==> src/design/bplm_pkg.sv <==
package bplm_pkg;

	// Fixed field widths of the request and response
	localparam int BLK_W   = 24;
	localparam int PIN_W   = 8;
	localparam int STAT_W  = 3;
	localparam int FRAME_W = 4;

	// Default frame count
	localparam int NUM_FRAMES_DEF = 16;

	// Response status codes
	typedef enum logic [STAT_W-1:0] {
		ST_HIT     = 3'd0,
		ST_LOAD    = 3'd1,
		ST_EVICT   = 3'd2,
		ST_NOFRAME = 3'd3,
		ST_UNPIN   = 3'd4,
		ST_NOTRES  = 3'd5,
		ST_NOTPIN  = 3'd6
	} status_t;

	// Request opcodes
	localparam logic OP_PIN   = 1'b0;
	localparam logic OP_UNPIN = 1'b1;

	// Controller to datapath commands
	typedef struct packed {
		logic load;    // capture request, restart scan
		logic scan;    // issue a lookup read
		logic fix;     // issue a rank fix-up read
		logic commit;  // write the chosen frame, load the response
	} cmd_t;

	// Datapath to controller status
	typedef struct packed {
		logic idx_last;  // frame counter at the last frame
		logic need_fix;  // a frame leaves the LRU list
	} sts_t;

endpackage

==> src/design/bplm_req_if.sv <==
interface bplm_req_if;
	import bplm_pkg::*;

	logic             valid;
	logic             ready;
	logic             op;
	logic [BLK_W-1:0] block_id;
	logic             mark_dirty;

	modport source (output valid, output op, output block_id, output mark_dirty, input ready);
	modport sink (input valid, input op, input block_id, input mark_dirty, output ready);

endinterface

==> src/design/bplm_rsp_if.sv <==
interface bplm_rsp_if;
	import bplm_pkg::*;

	logic               valid;
	logic               ready;
	logic [STAT_W-1:0]  status;
	logic [FRAME_W-1:0] frame;
	logic               writeback;
	logic [BLK_W-1:0]   old_block;
	logic [PIN_W-1:0]   pins_after;

	modport source (output valid, output status, output frame, output writeback,
		output old_block, output pins_after, input ready);
	modport sink (input valid, input status, input frame, input writeback,
		input old_block, input pins_after, output ready);

endinterface

==> src/design/bplm_ram.sv <==
module bplm_ram #(
	parameter int WIDTH = 8,
	parameter int DEPTH = 16
) (
	input  logic                                  clk,
	input  logic                                  we,
	input  logic [(DEPTH > 1 ? $clog2(DEPTH) : 1)-1:0] waddr,
	input  logic [WIDTH-1:0]                      wdata,
	input  logic [(DEPTH > 1 ? $clog2(DEPTH) : 1)-1:0] raddr,
	output logic [WIDTH-1:0]                      rdata
);

	logic [WIDTH-1:0] mem_q [DEPTH];

	// One write port, one registered read port
	always_ff @(posedge clk) begin
		if (we) begin
			mem_q[waddr] <= wdata;
		end
		rdata <= mem_q[raddr];
	end

endmodule

==> src/design/bplm_ctrl.sv <==
module bplm_ctrl (
	input  logic           clk,
	input  logic           arst_n,
	input  logic           req_valid,
	output logic           req_ready,
	output logic           rsp_valid,
	input  logic           rsp_ready,
	output bplm_pkg::cmd_t cmd,
	input  bplm_pkg::sts_t sts
);
	import bplm_pkg::*;

	typedef enum logic [2:0] {
		S_IDLE,
		S_SCAN,
		S_SCAN_END,
		S_DECIDE,
		S_FIX,
		S_FIX_END,
		S_COMMIT
	} state_t;

	state_t state_q;
	logic   out_vld_q;

	// Commands decoded from state
	always_comb begin
		req_ready  = (state_q == S_IDLE);
		rsp_valid  = out_vld_q;
		cmd.load   = (state_q == S_IDLE) && req_valid;
		cmd.scan   = (state_q == S_SCAN);
		cmd.fix    = (state_q == S_FIX);
		cmd.commit = (state_q == S_COMMIT) && (!out_vld_q || rsp_ready);
	end

	// State and response valid
	always_ff @(posedge clk or negedge arst_n) begin
		if (!arst_n) begin
			state_q   <= S_IDLE;
			out_vld_q <= 1'b0;
		end else begin
			case (state_q)
				S_IDLE: begin
					if (req_valid) state_q <= S_SCAN;
				end
				S_SCAN: begin
					if (sts.idx_last) state_q <= S_SCAN_END;
				end
				S_SCAN_END: begin
					state_q <= S_DECIDE;
				end
				S_DECIDE: begin
					state_q <= sts.need_fix ? S_FIX : S_COMMIT;
				end
				S_FIX: begin
					if (sts.idx_last) state_q <= S_FIX_END;
				end
				S_FIX_END: begin
					state_q <= S_COMMIT;
				end
				S_COMMIT: begin
					if (cmd.commit) state_q <= S_IDLE;
				end
				default: begin
					state_q <= S_IDLE;
				end
			endcase

			if (cmd.commit) begin
				out_vld_q <= 1'b1;
			end else if (rsp_ready) begin
				out_vld_q <= 1'b0;
			end
		end
	end

endmodule

==> src/design/bplm_dp.sv <==
module bplm_dp #(
	parameter int NUM_FRAMES = bplm_pkg::NUM_FRAMES_DEF
) (
	input  logic                          clk,
	input  logic                          arst_n,
	input  bplm_pkg::cmd_t                cmd,
	output bplm_pkg::sts_t                sts,
	input  logic                          req_op,
	input  logic [bplm_pkg::BLK_W-1:0]    req_block_id,
	input  logic                          req_mark_dirty,
	output logic [bplm_pkg::STAT_W-1:0]   rsp_status,
	output logic [bplm_pkg::FRAME_W-1:0]  rsp_frame,
	output logic                          rsp_writeback,
	output logic [bplm_pkg::BLK_W-1:0]    rsp_old_block,
	output logic [bplm_pkg::PIN_W-1:0]    rsp_pins_after
);
	import bplm_pkg::*;

	localparam int FW    = (NUM_FRAMES > 1) ? $clog2(NUM_FRAMES) : 1;
	localparam int TW    = $clog2(NUM_FRAMES + 1);
	// Frame word layout: {block, pins, dirty, rank}
	localparam int DT_BIT = FW;
	localparam int PN_LO  = FW + 1;
	localparam int BK_LO  = FW + 1 + PIN_W;
	localparam int DW     = BK_LO + BLK_W;

	// Request registers
	logic             op_q;
	logic [BLK_W-1:0] blk_q;
	logic             md_q;

	// Frame counter and read pipeline
	logic [FW-1:0] idx_q;
	logic          rd_scan_s1;
	logic          rd_fix_s1;
	logic [FW-1:0] rd_idx_s1;
	logic [DW-1:0] rd_word;
	logic [BLK_W-1:0] d_blk;
	logic [PIN_W-1:0] d_pins;
	logic             d_dirty;
	logic [FW-1:0]    d_rank;
	logic             d_vld;

	// Frame valid bits and LRU list length
	logic [NUM_FRAMES-1:0] valid_q;
	logic [TW-1:0]         total_q;

	// Scan results
	logic             hit_fnd_q;
	logic [FW-1:0]    hit_idx_q;
	logic [PIN_W-1:0] hit_pins_q;
	logic             hit_dirty_q;
	logic [FW-1:0]    hit_rank_q;
	logic             free_fnd_q;
	logic [FW-1:0]    free_idx_q;
	logic             old_fnd_q;
	logic [FW-1:0]    old_idx_q;
	logic [BLK_W-1:0] old_blk_q;
	logic             old_dirty_q;

	// Decision
	status_t          dec_status;
	logic [FW-1:0]    dec_frame;
	logic             dec_wb;
	logic [BLK_W-1:0] dec_old;
	logic [PIN_W-1:0] dec_pins;
	logic             dec_fix;
	logic [FW-1:0]    dec_rm_rank;
	logic             dec_wr;
	logic             dec_dirty;
	logic [FW-1:0]    dec_rank;
	logic             dec_set_vld;
	logic             dec_inc;
	logic [PIN_W-1:0] pin_up;
	logic [PIN_W-1:0] pin_dn;

	// RAM ports
	logic          ram_we;
	logic [FW-1:0] ram_waddr;
	logic [DW-1:0] ram_wdata;
	logic          fix_wr;

	// Response registers
	status_t          res_status_q;
	logic [FW-1:0]    res_frame_q;
	logic             res_wb_q;
	logic [BLK_W-1:0] res_old_q;
	logic [PIN_W-1:0] res_pins_q;

	bplm_ram #(
		.WIDTH (DW),
		.DEPTH (NUM_FRAMES)
	) u_frame_ram (
		.clk   (clk),
		.we    (ram_we),
		.waddr (ram_waddr),
		.wdata (ram_wdata),
		.raddr (idx_q),
		.rdata (rd_word)
	);

	// Fields of the frame word that just came out of the RAM
	always_comb begin
		d_blk   = rd_word[BK_LO +: BLK_W];
		d_pins  = rd_word[PN_LO +: PIN_W];
		d_dirty = rd_word[DT_BIT];
		d_rank  = rd_word[FW-1:0];
		d_vld   = valid_q[rd_idx_s1];
	end

	assign sts.idx_last = (idx_q == FW'(NUM_FRAMES - 1));
	assign sts.need_fix = dec_fix;

	// Choose the outcome from the scan results
	always_comb begin
		pin_up      = (hit_pins_q == '1) ? hit_pins_q : hit_pins_q + 1'b1;
		pin_dn      = hit_pins_q - 1'b1;
		dec_status  = ST_NOFRAME;
		dec_frame   = '0;
		dec_wb      = 1'b0;
		dec_old     = '0;
		dec_pins    = '0;
		dec_fix     = 1'b0;
		dec_rm_rank = '0;
		dec_wr      = 1'b0;
		dec_dirty   = 1'b0;
		dec_rank    = '0;
		dec_set_vld = 1'b0;
		dec_inc     = 1'b0;
		if (op_q == OP_PIN) begin
			if (hit_fnd_q) begin
				dec_status  = ST_HIT;
				dec_frame   = hit_idx_q;
				dec_pins    = pin_up;
				dec_fix     = (hit_pins_q == '0);
				dec_rm_rank = hit_rank_q;
				dec_wr      = 1'b1;
				dec_dirty   = hit_dirty_q;
				dec_rank    = hit_rank_q;
			end else if (free_fnd_q) begin
				dec_status  = ST_LOAD;
				dec_frame   = free_idx_q;
				dec_pins    = PIN_W'(1);
				dec_wr      = 1'b1;
				dec_set_vld = 1'b1;
			end else if (old_fnd_q) begin
				// oldest frame has rank zero, every other list member moves down
				dec_status = ST_EVICT;
				dec_frame  = old_idx_q;
				dec_wb     = old_dirty_q;
				dec_old    = old_blk_q;
				dec_pins   = PIN_W'(1);
				dec_fix    = 1'b1;
				dec_wr     = 1'b1;
			end
		end else begin
			if (!hit_fnd_q) begin
				dec_status = ST_NOTRES;
			end else if (hit_pins_q == '0) begin
				dec_status = ST_NOTPIN;
				dec_frame  = hit_idx_q;
			end else begin
				dec_status = ST_UNPIN;
				dec_frame  = hit_idx_q;
				dec_pins   = pin_dn;
				dec_wr     = 1'b1;
				dec_dirty  = hit_dirty_q | md_q;
				dec_inc    = (pin_dn == '0);
				// joins the list as the most recent member
				dec_rank   = (pin_dn == '0) ? FW'(total_q) : hit_rank_q;
			end
		end
	end

	// RAM write: rank fix-up during the second pass, frame update on commit
	always_comb begin
		fix_wr = rd_fix_s1 && d_vld && (d_pins == '0) && (d_rank > dec_rm_rank)
			&& (rd_idx_s1 != dec_frame);
		ram_we = fix_wr || (cmd.commit && dec_wr);
		if (cmd.commit) begin
			ram_waddr = dec_frame;
			ram_wdata = {blk_q, dec_pins, dec_dirty, dec_rank};
		end else begin
			ram_waddr = rd_idx_s1;
			ram_wdata = {rd_word[DW-1:FW], d_rank - 1'b1};
		end
	end

	// Frame counter and read tracking
	always_ff @(posedge clk or negedge arst_n) begin
		if (!arst_n) begin
			idx_q      <= '0;
			rd_scan_s1 <= 1'b0;
			rd_fix_s1  <= 1'b0;
		end else begin
			rd_scan_s1 <= cmd.scan;
			rd_fix_s1  <= cmd.fix;
			if (cmd.load) begin
				idx_q <= '0;
			end else if (cmd.scan || cmd.fix) begin
				idx_q <= sts.idx_last ? '0 : idx_q + 1'b1;
			end
		end
	end

	always_ff @(posedge clk) begin
		rd_idx_s1 <= idx_q;
	end

	// Request capture
	always_ff @(posedge clk) begin
		if (cmd.load) begin
			op_q  <= req_op;
			blk_q <= req_block_id;
			md_q  <= req_mark_dirty;
		end
	end

	// Scan flags
	always_ff @(posedge clk or negedge arst_n) begin
		if (!arst_n) begin
			hit_fnd_q  <= 1'b0;
			free_fnd_q <= 1'b0;
			old_fnd_q  <= 1'b0;
		end else if (cmd.load) begin
			hit_fnd_q  <= 1'b0;
			free_fnd_q <= 1'b0;
			old_fnd_q  <= 1'b0;
		end else if (rd_scan_s1) begin
			if (d_vld && (d_blk == blk_q)) hit_fnd_q <= 1'b1;
			if (!d_vld) free_fnd_q <= 1'b1;
			if (d_vld && (d_pins == '0) && (d_rank == '0)) old_fnd_q <= 1'b1;
		end
	end

	// Scan payload: lowest matching frame wins
	always_ff @(posedge clk) begin
		if (rd_scan_s1 && !cmd.load) begin
			if (!hit_fnd_q && d_vld && (d_blk == blk_q)) begin
				hit_idx_q   <= rd_idx_s1;
				hit_pins_q  <= d_pins;
				hit_dirty_q <= d_dirty;
				hit_rank_q  <= d_rank;
			end
			if (!free_fnd_q && !d_vld) begin
				free_idx_q <= rd_idx_s1;
			end
			if (!old_fnd_q && d_vld && (d_pins == '0) && (d_rank == '0)) begin
				old_idx_q   <= rd_idx_s1;
				old_blk_q   <= d_blk;
				old_dirty_q <= d_dirty;
			end
		end
	end

	// Valid bits and list length
	always_ff @(posedge clk or negedge arst_n) begin
		if (!arst_n) begin
			valid_q <= '0;
			total_q <= '0;
		end else if (cmd.commit) begin
			if (dec_set_vld) valid_q[dec_frame] <= 1'b1;
			if (dec_fix && (total_q != '0)) begin
				total_q <= total_q - 1'b1;
			end else if (dec_inc) begin
				total_q <= total_q + 1'b1;
			end
		end
	end

	// Response register
	always_ff @(posedge clk) begin
		if (cmd.commit) begin
			res_status_q <= dec_status;
			res_frame_q  <= dec_frame;
			res_wb_q     <= dec_wb;
			res_old_q    <= dec_old;
			res_pins_q   <= dec_pins;
		end
	end

	assign rsp_status     = res_status_q;
	assign rsp_frame      = FRAME_W'(res_frame_q);
	assign rsp_writeback  = res_wb_q;
	assign rsp_old_block  = res_old_q;
	assign rsp_pins_after = res_pins_q;

endmodule

==> src/design/buffer_pool_lru_pin_manager.sv <==
// Channel  Dir  Payload                                              Handshake
// req      in   op, block_id[23:0], mark_dirty                       valid/ready
// rsp      out  status[2:0], frame[3:0], writeback, old_block[23:0],  valid/ready
//               pins_after[7:0]
//
// Each request runs a lookup pass over all frames, then a decide step, a rank
// fix-up pass when a frame leaves the LRU list (pin hit on an unpinned frame, or
// eviction), then commit. Both passes walk the frame RAM one frame per cycle on its
// single read port. One request is in flight at a time; the next is taken
// while the response still waits. A stalled response holds the commit step.
// Reset clears valid bits, LRU length and control; no clearing pass.
module buffer_pool_lru_pin_manager #(
	parameter int NUM_FRAMES = bplm_pkg::NUM_FRAMES_DEF
) (
	input logic        clk,
	input logic        arst_n,
	bplm_req_if.sink   req,
	bplm_rsp_if.source rsp
);
	import bplm_pkg::*;

	cmd_t cmd;
	sts_t sts;
	logic req_ready;
	logic rsp_valid;

	bplm_ctrl u_ctrl (
		.clk       (clk),
		.arst_n    (arst_n),
		.req_valid (req.valid),
		.req_ready (req_ready),
		.rsp_valid (rsp_valid),
		.rsp_ready (rsp.ready),
		.cmd       (cmd),
		.sts       (sts)
	);

	bplm_dp #(
		.NUM_FRAMES (NUM_FRAMES)
	) u_dp (
		.clk            (clk),
		.arst_n         (arst_n),
		.cmd            (cmd),
		.sts            (sts),
		.req_op         (req.op),
		.req_block_id   (req.block_id),
		.req_mark_dirty (req.mark_dirty),
		.rsp_status     (rsp.status),
		.rsp_frame      (rsp.frame),
		.rsp_writeback  (rsp.writeback),
		.rsp_old_block  (rsp.old_block),
		.rsp_pins_after (rsp.pins_after)
	);

	assign req.ready = req_ready;
	assign rsp.valid = rsp_valid;

endmodule

==> src/flat_wrapper.sv <==
// flat-port wrapper written by rule: the top's interface ports become plain ports
module buffer_pool_lru_pin_manager_flat import bplm_pkg::*;
#(
	parameter int NUM_FRAMES = bplm_pkg::NUM_FRAMES_DEF
)
  (clk, arst_n, req_valid, req_op, req_block_id, req_mark_dirty, req_ready, rsp_valid, rsp_status, rsp_frame, rsp_writeback, rsp_old_block, rsp_pins_after, rsp_ready);
  bplm_req_if req_i ();
  bplm_rsp_if rsp_i ();
  input logic clk;
  input logic arst_n;
  input wire logic [$bits(req_i.valid)-1:0] req_valid;
  input wire logic [$bits(req_i.op)-1:0] req_op;
  input wire logic [$bits(req_i.block_id)-1:0] req_block_id;
  input wire logic [$bits(req_i.mark_dirty)-1:0] req_mark_dirty;
  output wire logic [$bits(req_i.ready)-1:0] req_ready;
  output wire logic [$bits(rsp_i.valid)-1:0] rsp_valid;
  output wire logic [$bits(rsp_i.status)-1:0] rsp_status;
  output wire logic [$bits(rsp_i.frame)-1:0] rsp_frame;
  output wire logic [$bits(rsp_i.writeback)-1:0] rsp_writeback;
  output wire logic [$bits(rsp_i.old_block)-1:0] rsp_old_block;
  output wire logic [$bits(rsp_i.pins_after)-1:0] rsp_pins_after;
  input wire logic [$bits(rsp_i.ready)-1:0] rsp_ready;
  assign req_i.valid = req_valid;
  assign req_i.op = req_op;
  assign req_i.block_id = req_block_id;
  assign req_i.mark_dirty = req_mark_dirty;
  assign req_ready = req_i.ready;
  assign rsp_valid = rsp_i.valid;
  assign rsp_status = rsp_i.status;
  assign rsp_frame = rsp_i.frame;
  assign rsp_writeback = rsp_i.writeback;
  assign rsp_old_block = rsp_i.old_block;
  assign rsp_pins_after = rsp_i.pins_after;
  assign rsp_i.ready = rsp_ready;
  buffer_pool_lru_pin_manager #(.NUM_FRAMES(NUM_FRAMES)) u_core (.clk(clk), .arst_n(arst_n), .req(req_i), .rsp(rsp_i));
endmodule
==> config.mk <==
export PLATFORM = sky130hd
export DESIGN_NAME = buffer_pool_lru_pin_manager_flat
export DESIGN_NICKNAME = d
export VERILOG_FILES = /design/src/design/bplm_pkg.sv /design/src/design/bplm_req_if.sv /design/src/design/bplm_rsp_if.sv /design/src/design/bplm_ram.sv /design/src/design/bplm_ctrl.sv /design/src/design/bplm_dp.sv /design/src/design/buffer_pool_lru_pin_manager.sv /design/src/flat_wrapper.sv
export SDC_FILE = /design/constraint.sdc
export NUM_CORES = 1
export LEC_CHECK = 0
export ABC_AREA = 1
export BUFFER_PORTS_ARGS = -buffer_cell sky130_fd_sc_hd__buf_2
export CAP_MARGIN = 20
export CORE_MARGIN = 4
export CORE_UTILIZATION = 40
export CTS_CLUSTER_DIAMETER = 80
export DETAILED_ROUTE_END_ITERATION = 7
export PLACE_DENSITY = 0.66
export SLEW_MARGIN = 20
export SYNTH_ARGS = -nofsm -noshare
export SYNTH_HDL_FRONTEND = slang
export SYNTH_SLANG_ARGS = --single-unit
==> constraint.sdc <==
create_clock -name clk -period 5.3 [get_ports clk]
set_input_delay 1.325 -clock clk [delete_from_list [all_inputs] [get_ports clk]]
set_output_delay 1.325 -clock clk [all_outputs]
set_load 0.03 [all_outputs]
==> results of run 1 <==
sequential cells by signal, indices dropped and copies added (netlist names), 3 cells and up:
register and count:
u_core.u_dp.u_frame_ram.mem_q 592, u_core.u_dp.u_frame_ram.rdata 37, u_core.u_dp.blk_q 24, u_core.u_dp.old_blk_q 24, u_core.u_dp.rsp_old_block 24, u_core.u_dp.valid_q 16
u_core.u_dp.hit_pins_q 8, u_core.u_dp.rsp_pins_after 8, u_core.u_dp.total_q 5, u_core.u_dp.free_idx_q 4, u_core.u_dp.hit_idx_q 4, u_core.u_dp.hit_rank_q 4
u_core.u_dp.idx_q 4, u_core.u_dp.old_idx_q 4, u_core.u_dp.rd_idx_s1 4, u_core.u_dp.rsp_frame 4, u_core.u_ctrl.state_q 3, u_core.u_dp.rsp_status 3
power by group:
| part | switching (uW) | internal [uW] |
|---|---|---|
| clock | 2260 | 3200 |
| combinational | 3640 | 1320 |
| sequential | 426 | 8150 |
| total | 6330 | 12700 |
worst max-delay path, delay by kind of cell:
family | cells | cell delay (ns)
simple gates | 5 | 1.02
compound gates | 1 | 0.33
buf+inv | 3 | 1.28
layer usage:
layer,vias up,share of wire,wire length [um],GRT usage
li1,8725,-,-,-
met1,9678,0.43,33000,0.258
met2,826,0.47,35400,0.289
met3,130,0.080,6120,0.0313
met4,0,0.021,1640,0.0476
met5,-,0,0,0
cells by family (layout without fill, tap and decap cells):
family | count (synthesis) | after routing | synth area share
AO/OA/AOI/OAI | 397 | 397 | 0.0851
XOR/XNOR | 28 | 28 | 0.00836
adder cells (fa/ha/maj) | 14 | 14 | 0.00590
buffers and inverters | 233 | 363 | 0.0306
flip-flops | 783 | 783 | 0.740
multiplexers | 59 | 59 | 0.0191
AND/OR/NAND/NOR | 834 | 834 | 0.111
metrics by stage:
step	std cells	instance area, um^2	total power [uW]
floorplan	2348	31000	11900
global route	3508	35300	19900
CTS	3507	35200	19000
global placement	3365	32700	13400
detailed placement	3365	32700	13600
finish	3508	35300	19000
path summary, 6_finish.rpt:
| kind | from | endpoint | slack [ns] | cells past startpoint |
|---|---|---|---|---|
| worst max-delay path | rsp_ready | u_core.u_dp.u_frame_ram.mem_q[6][7] | 1.55 | 9 |
| worst min-delay path | u_core.u_dp.u_frame_ram.rdata[0] | u_core.u_dp.hit_rank_q[0] | 0.43 | 0 |
| worst max register to register | u_core.u_dp.hit_fnd_q | u_core.u_dp.u_frame_ram.mem_q[8][10] | 1.69 | 16 |
| worst min register to register | u_core.u_dp.u_frame_ram.rdata[0] | u_core.u_dp.hit_rank_q[0] | 0.43 | 0 |
| max in group asynchronous | arst_n | u_core.u_dp.idx_q[1] | 3.92 | 1 |
| min in group asynchronous | arst_n | u_core.u_dp.total_q[4] | 0.80 | 1 |
layout make-up:
| cell class | count | area, um^2 |
|---|---|---|
| clock buffer | 110 | 2240 |
| clock inverter | 32 | 318 |
| fill | 6663 | 41100 |
| inverter | 108 | 410 |
| multi-input combinational | 1332 | 7240 |
| sequential | 783 | 22900 |
| tap | 1030 | 1290 |
| timing repair buffer | 113 | 828 |
placed cells by master (no fill, tap or decap), drive strengths merged, types with 9 or more instances in the layout:
master / instances
edfxtp: 708
nor2: 421
nand2: 282
o21ai: 197
buf: 113
clkbuf: 110
inv: 108
nand3: 106
o32ai: 89
mux2i: 59
o221ai: 59
dfxtp: 41
dfrtp: 34
xor2: 26
clkinv: 26
a21oi: 20
o211ai: 16
ha: 13
nand4: 9
==> key figures, run 1 <==
Power
  – Pwr/cell area: approximately 540 nW/um^2
  – Peak VDD IR: 0.397 mV
  – Static leakage: 0.0122 uW

Yosys
  – Synth area leader: edfxtp_1
  – Most frequent cell after synthesis: edfxtp_1
  – Synth Area per Inst: 13.2 um^2
  – Synth top area share: 0.686
  – Most frequent cells after synthesis: edfxtp_1 (708), nor2_1 (416), nand2_1 (272), o21ai_0 (189), nand3_1 (100)
  – Top post-synthesis cells by area: edfxtp_1 (69%), nor2_1 (5.0%), nand2_1 (3.3%)
  – Ys async rst share: 0.0434
  – Number of flops mapped to enable cells by yosys: about 700
  – Flops & latches, synth: approximately 780
  – Post-Syn Nets: 2392
  – Sequential share of the synthesized area: 0.740
  – Synth cell types: 47
  – Post-Syn Area: 31000 um^2
  – Post-Synthesis Cells: 2348
  – Synth Flop Type: edfxtp_1
  – Synth Warn #: 0

Floorplanning
  – Site Rows: 101
  – Die width: 286 um
  – Die area: 82000 um^2
  – Die H: 286 um
  – Initial Util: 0.406
  – Core ar.: around 76000 um^2
  – Ports: 72

Critical path
  – CP max FO: 37
  – Startpoint types: input port
  – Worst endpoint required time: 5.54 ns
  – Kind of critical path: in -> reg
  – Crit. End Element: flop
  – CP max stage delay: 0.63 ns
  – Worst path arrival time: 3.99 ns
  – Slowest CP cell: buf_4
  – Crit-path cells: buf_2 > nor2_1 > nor2_4 > inv_2 > nor2_1 > a21oi_1 > nand2_1 > nor2_4 > buf_4

Clock tree
  – Post-cts resize count: 0
  – CTS Root Cell: clkbuf_16
  – Worst-Skew Late Latency: 0.62 ns
  – Hold Buf Count CTS: 0
  – CTS tree: built
  – TritonCTS Sinks: 783
  – Setup Buffers After CTS: 0
  – Total CTS buffers: 77
  – Worst-path clk slew: ~0.060 ns
  – Longest Clk Path Bufs: 3
  – H-tree levels: 3

Timing
  – Final min period: about 3.7 ns
  – Final setup TNS: 0 ns
  – Slew HR: 0.280
  – Tcrit/Tclk final: 0.707
  – Final setup fails: 0
  – Hold Worst Slack: between 0.4 and 0.5 ns
  – Clock skew: 0.0196 ns
  – RSZ-0062 raised after global routing: false
  – Slew Limit Fails: 0
  – Slew @ Worst Pin: 1.07 ns
  – Worst setup margin: 1.55 ns
  – Final Hold Viols: 0
  – Fmax: 267 MHz

Routing
  – Avg WL per Cell: 21.7 um
  – Post-route DRC violation count: 0
  – TritonRoute pass-1 iters: 8
  – Iteration-0 DRC Markers: about 2300
  – Vias/cell: 5.52
  – Post-route ant nets: 0
  – Vias: 19400
  – WL final: 76200 um

Global routing
  – Initial antenna violation count: 1
  – Pin count of the biggest net entering global routing: 195
  – Total Routing Usage GR: 0.181
  – GR Overflow Total: 0
  – Vias in the first global route: 18700
  – First-pass GRT wire length: 114000 um

Layout
  – Area Overhead vs Synth: 13.9%
  – Final Net Count: 2459
  – Finished Core Util: 0.462
  – Layout cells sized above 1: 0.118
  – N_diodes: 0

Run status
  – Outcome: complete, no violations

Placed design
  – Buffers on Ports: 71
  – Dpl hpwl: 42300 um
  – RePlAce Congestion: 0.893
  – Pre-CTS setup slack: 0.951 ns

Run
  – Max-Cap Viols: 0

Hold path
  – Worst hold path class: reg -> reg
Power figures use the tool's default switching activity.
==> run 2: changes to the inputs <==
Settings changed: PLACE_DENSITY 0.66 to 0.68.
Clock period 5.3 ns to 3 ns, I/O delays scaled along.
==> run 2 against run 1 <==
  * Combinational power rose by 92%
  * Via count up 0.12%
  * Critical path type is now reg -> reg
  * Largest cell class unchanged
  * Total power up 82%
==> key figures, run 2 (same netlist as run 1, synthesis figures left out) <==
Placed design
  – Dpl hpwl: 46000 um (was 42300 um)
  – RePlAce Congestion: 0.824 (was 0.893)
  – Buffers on Ports: 71 (unchanged)
  – Dpl cells: 3417 (was 3365)

Critical path
  – Worst path arrival time: 3.10 ns (was 3.99 ns)
  – Startpoint types: flop (was input port)
  – CP bufs+invs: 1 (was 3)
  – CP max stage delay: 0.73 ns (was 0.63 ns)
  – Kind of critical path: reg -> reg (was in -> reg)
  – Crit. End Element: flop (unchanged)
  – Reg2Reg Depth: 7 (was 16)
  – Slowest CP cell: nor4_1 (was buf_4)
  – Crit-path cells: xor2_1 > nor4_1 > nand2_1 > nor2_1 > nand3_1 > nor2_1 > buf_4 (was buf_2 > nor2_1 > nor2_4 > inv_2 > nor2_1 > a21oi_1 > nand2_1 > nor2_4 > buf_4)
  – Worst r2r src: u_core.u_dp.blk_q[19] (was u_core.u_dp.hit_fnd_q)
  – Critical path depth: 7 (was 9)
  – CP max FO: 13 (was 37)
  – Most used cell, CP: nor2_1
  – Cell family with most CP delay: simple AND/OR/NAND/NOR gates (was buffers and inverters)
  – Worst endpoint required time: 3.32 ns (was 5.54 ns)
  – Worst Setup SP: u_core.u_dp.blk_q[19] (was rsp_ready)

Hold path
  – Worst hold path class: in -> async (was reg -> reg)

Global routing
  – Total Routing Usage GR: 0.178 (was 0.181)
  – First-pass GRT wire length: 113000 um (was 114000 um)
  – Initial antenna violation count: 3 (was 1)
  – Vias in the first global route: 19400 (was 18700)
  – GR Overflow Total: 0 (unchanged)
  – Pin count of the biggest net entering global routing: 142 (was 195)

Power
  – Peak VDD IR: 0.694 mV (was 0.397 mV)
  – Static leakage: 0.0125 uW (was 0.0122 uW)
  – Tot Pwr: 34600 uW (was 19000 uW)
  – Pwr/cell area: 958 nW/um^2 (was 539 nW/um^2)

Routing
  – Post-route DRC violation count: 0 (unchanged)
  – TritonRoute pass-1 iters: 8 (unchanged)
  – Iteration-0 DRC Markers: 1956 (was 2253)
  – Vias: 19400 (about the same)
  – WL final: 74200 um (was 76200 um)
  – Vias/cell: 5.43 (was 5.52)
  – Post-route ant nets: 0 (unchanged)
  – Avg WL per Cell: 20.8 um (was 21.7 um)

Floorplanning
  – Core ar.: 76300 um^2 (unchanged)
  – Die H: 286 um (unchanged)
  – Site Rows: 101 (unchanged)
  – Die area: 82000 um^2 (unchanged)
  – Initial Util: 0.406 (unchanged)
  – Ports: 72 (unchanged)
  – Die width: 286 um (unchanged)

Clock tree
  – CTS Root Cell: clkbuf_16 (unchanged)
  – Hold Buf Count CTS: 0 (unchanged)
  – Worst-Skew Late Latency: 0.64 ns (was 0.62 ns)
  – Longest Clk Path Bufs: 3 (unchanged)
  – Worst-path clk slew: 0.06 ns (about the same)
  – Total CTS buffers: 79 (was 77)
  – H-tree levels: 3 (unchanged)
  – TritonCTS Sinks: 783 (unchanged)
  – CTS tree: built (unchanged)

Timing
  – Slew HR: 0.420 (was 0.280)
  – Tcrit/Tclk final: 0.927
  – RSZ-0062 raised after global routing: false (unchanged)
  – Hold Worst Slack: 0.204 ns (was 0.428 ns)
  – Slew Limit Fails: 0 (unchanged)
  – Final Hold Viols: 0 (unchanged)
  – Clock skew: 0.0246 ns (was 0.0196 ns)
  – Final setup fails: 0 (unchanged)
  – Slew @ Worst Pin: 0.868 ns (was 1.07 ns)
  – Fmax: 360 MHz
  – Final min period: 2.78 ns

Layout
  – Finished Core Util: 0.473 (was 0.462)
  – Final Non-Filler Cells: 3568 (was 3508)
  – Max reg flops: 592 (unchanged)
  – Commonest non-fill, non-tap cell in the layout: edfxtp_1 (unchanged)
  – Top Registers: u_core.u_dp.u_frame_ram.mem_q x592, u_core.u_dp.u_frame_ram.rdata x37 (unchanged)
  – Biggest register: u_core.u_dp.u_frame_ram.mem_q (unchanged)
  – Layout cells sized above 1: 0.135 (was 0.118)
  – Area Overhead vs Synth: 16.6% (was 13.9%)
  – Final Net Count: 2512 (was 2459)
  – Most frequent cells in the layout: edfxtp_1 (708), nor2_1 (397), nand2_1 (272), o21ai_0 (189), nand3_1 (100) (was edfxtp_1 (708), nor2_1 (398), nand2_1 (272), o21ai_0 (184), nand3_1 (100))
  – Fill cells: 6566 (was 6663)

Run status
  – Outcome: complete, no violations (unchanged)

Run
  – Max-Cap Viols: 0 (unchanged)
## run 2: changes by cell type in the layout (fill, tap and decap cells not counted), moves of 3 or more
cell,previous run,this run
buf_4,30,53
clkinvlp_4,1,4
clkbuf_16,82,79
clkbuf_8,8,3
buf_12,11,40
bufinv_16,5,10
o21ai_0,184,189
clkinv_16,0,3
diode_2,0,3
o21ai_1,9,5
clkinv_1,8,13
## run 2: area by class of cell
type,count,area [um^2],area share
diodes,3,7.51,0.000208
clock buffers,101,2090,0.0578
clock inverters,47,603,0.0167
inverters,108,410,0.0114
multi-input cells,1332,7230,0.200
flip-flops and latches,783,22900,0.635
well taps,1030,1290,0.0357
repair buffers,164,1550,0.0430
## run 2: through the flow
stage	TNS, ns	worst slack [ns]	area (um^2)
detailed placement	0	0.188	33400
CTS	0	0.159	36100
global placement	0	0.112	33400
global route	0	0.0222	36100
floorplan	-215.77	-0.364	31000
finish	0	0.220	36100
## run 2: metal layers
layer | up-vias | share of wire | track usage
li1 | 8833 | - | -
met1 | 9651 | 0.43 | 0.240
met2 | 774 | 0.46 | 0.283
met3 | 124 | 0.079 | 0.0430
met4 | 0 | 0.029 | 0.0658
met5 | - | 0 | 0
## run 2: final timing paths
path,to,slack [ns]
worst max register to register,u_core.u_dp.hit_pins_q[5],0.22
worst min-delay path,u_core.u_dp.total_q[2],0.20
min in group clk,u_core.u_dp.blk_q[0],0.29
max in group asynchronous,u_core.u_dp.idx_q[1],2.19
worst max-delay path,u_core.u_dp.hit_pins_q[5],0.22
worst min register to register,u_core.u_dp.hit_pins_q[6],0.42
## run 2: power by group
group / internal (uW) / total [uW] / switching (uW)
clock network: 5870 / 10000 / 4140
registers: 14400 / 15100 / 714
logic: 2660 / 9510 / 6850
## run 2: repair_timing
item,4_1_cts,5_1_grt
setup endpoints to repair,0,247
setup buffers,0,0
endpoints found under the hold margin,0,0
gates resized for setup,0,1
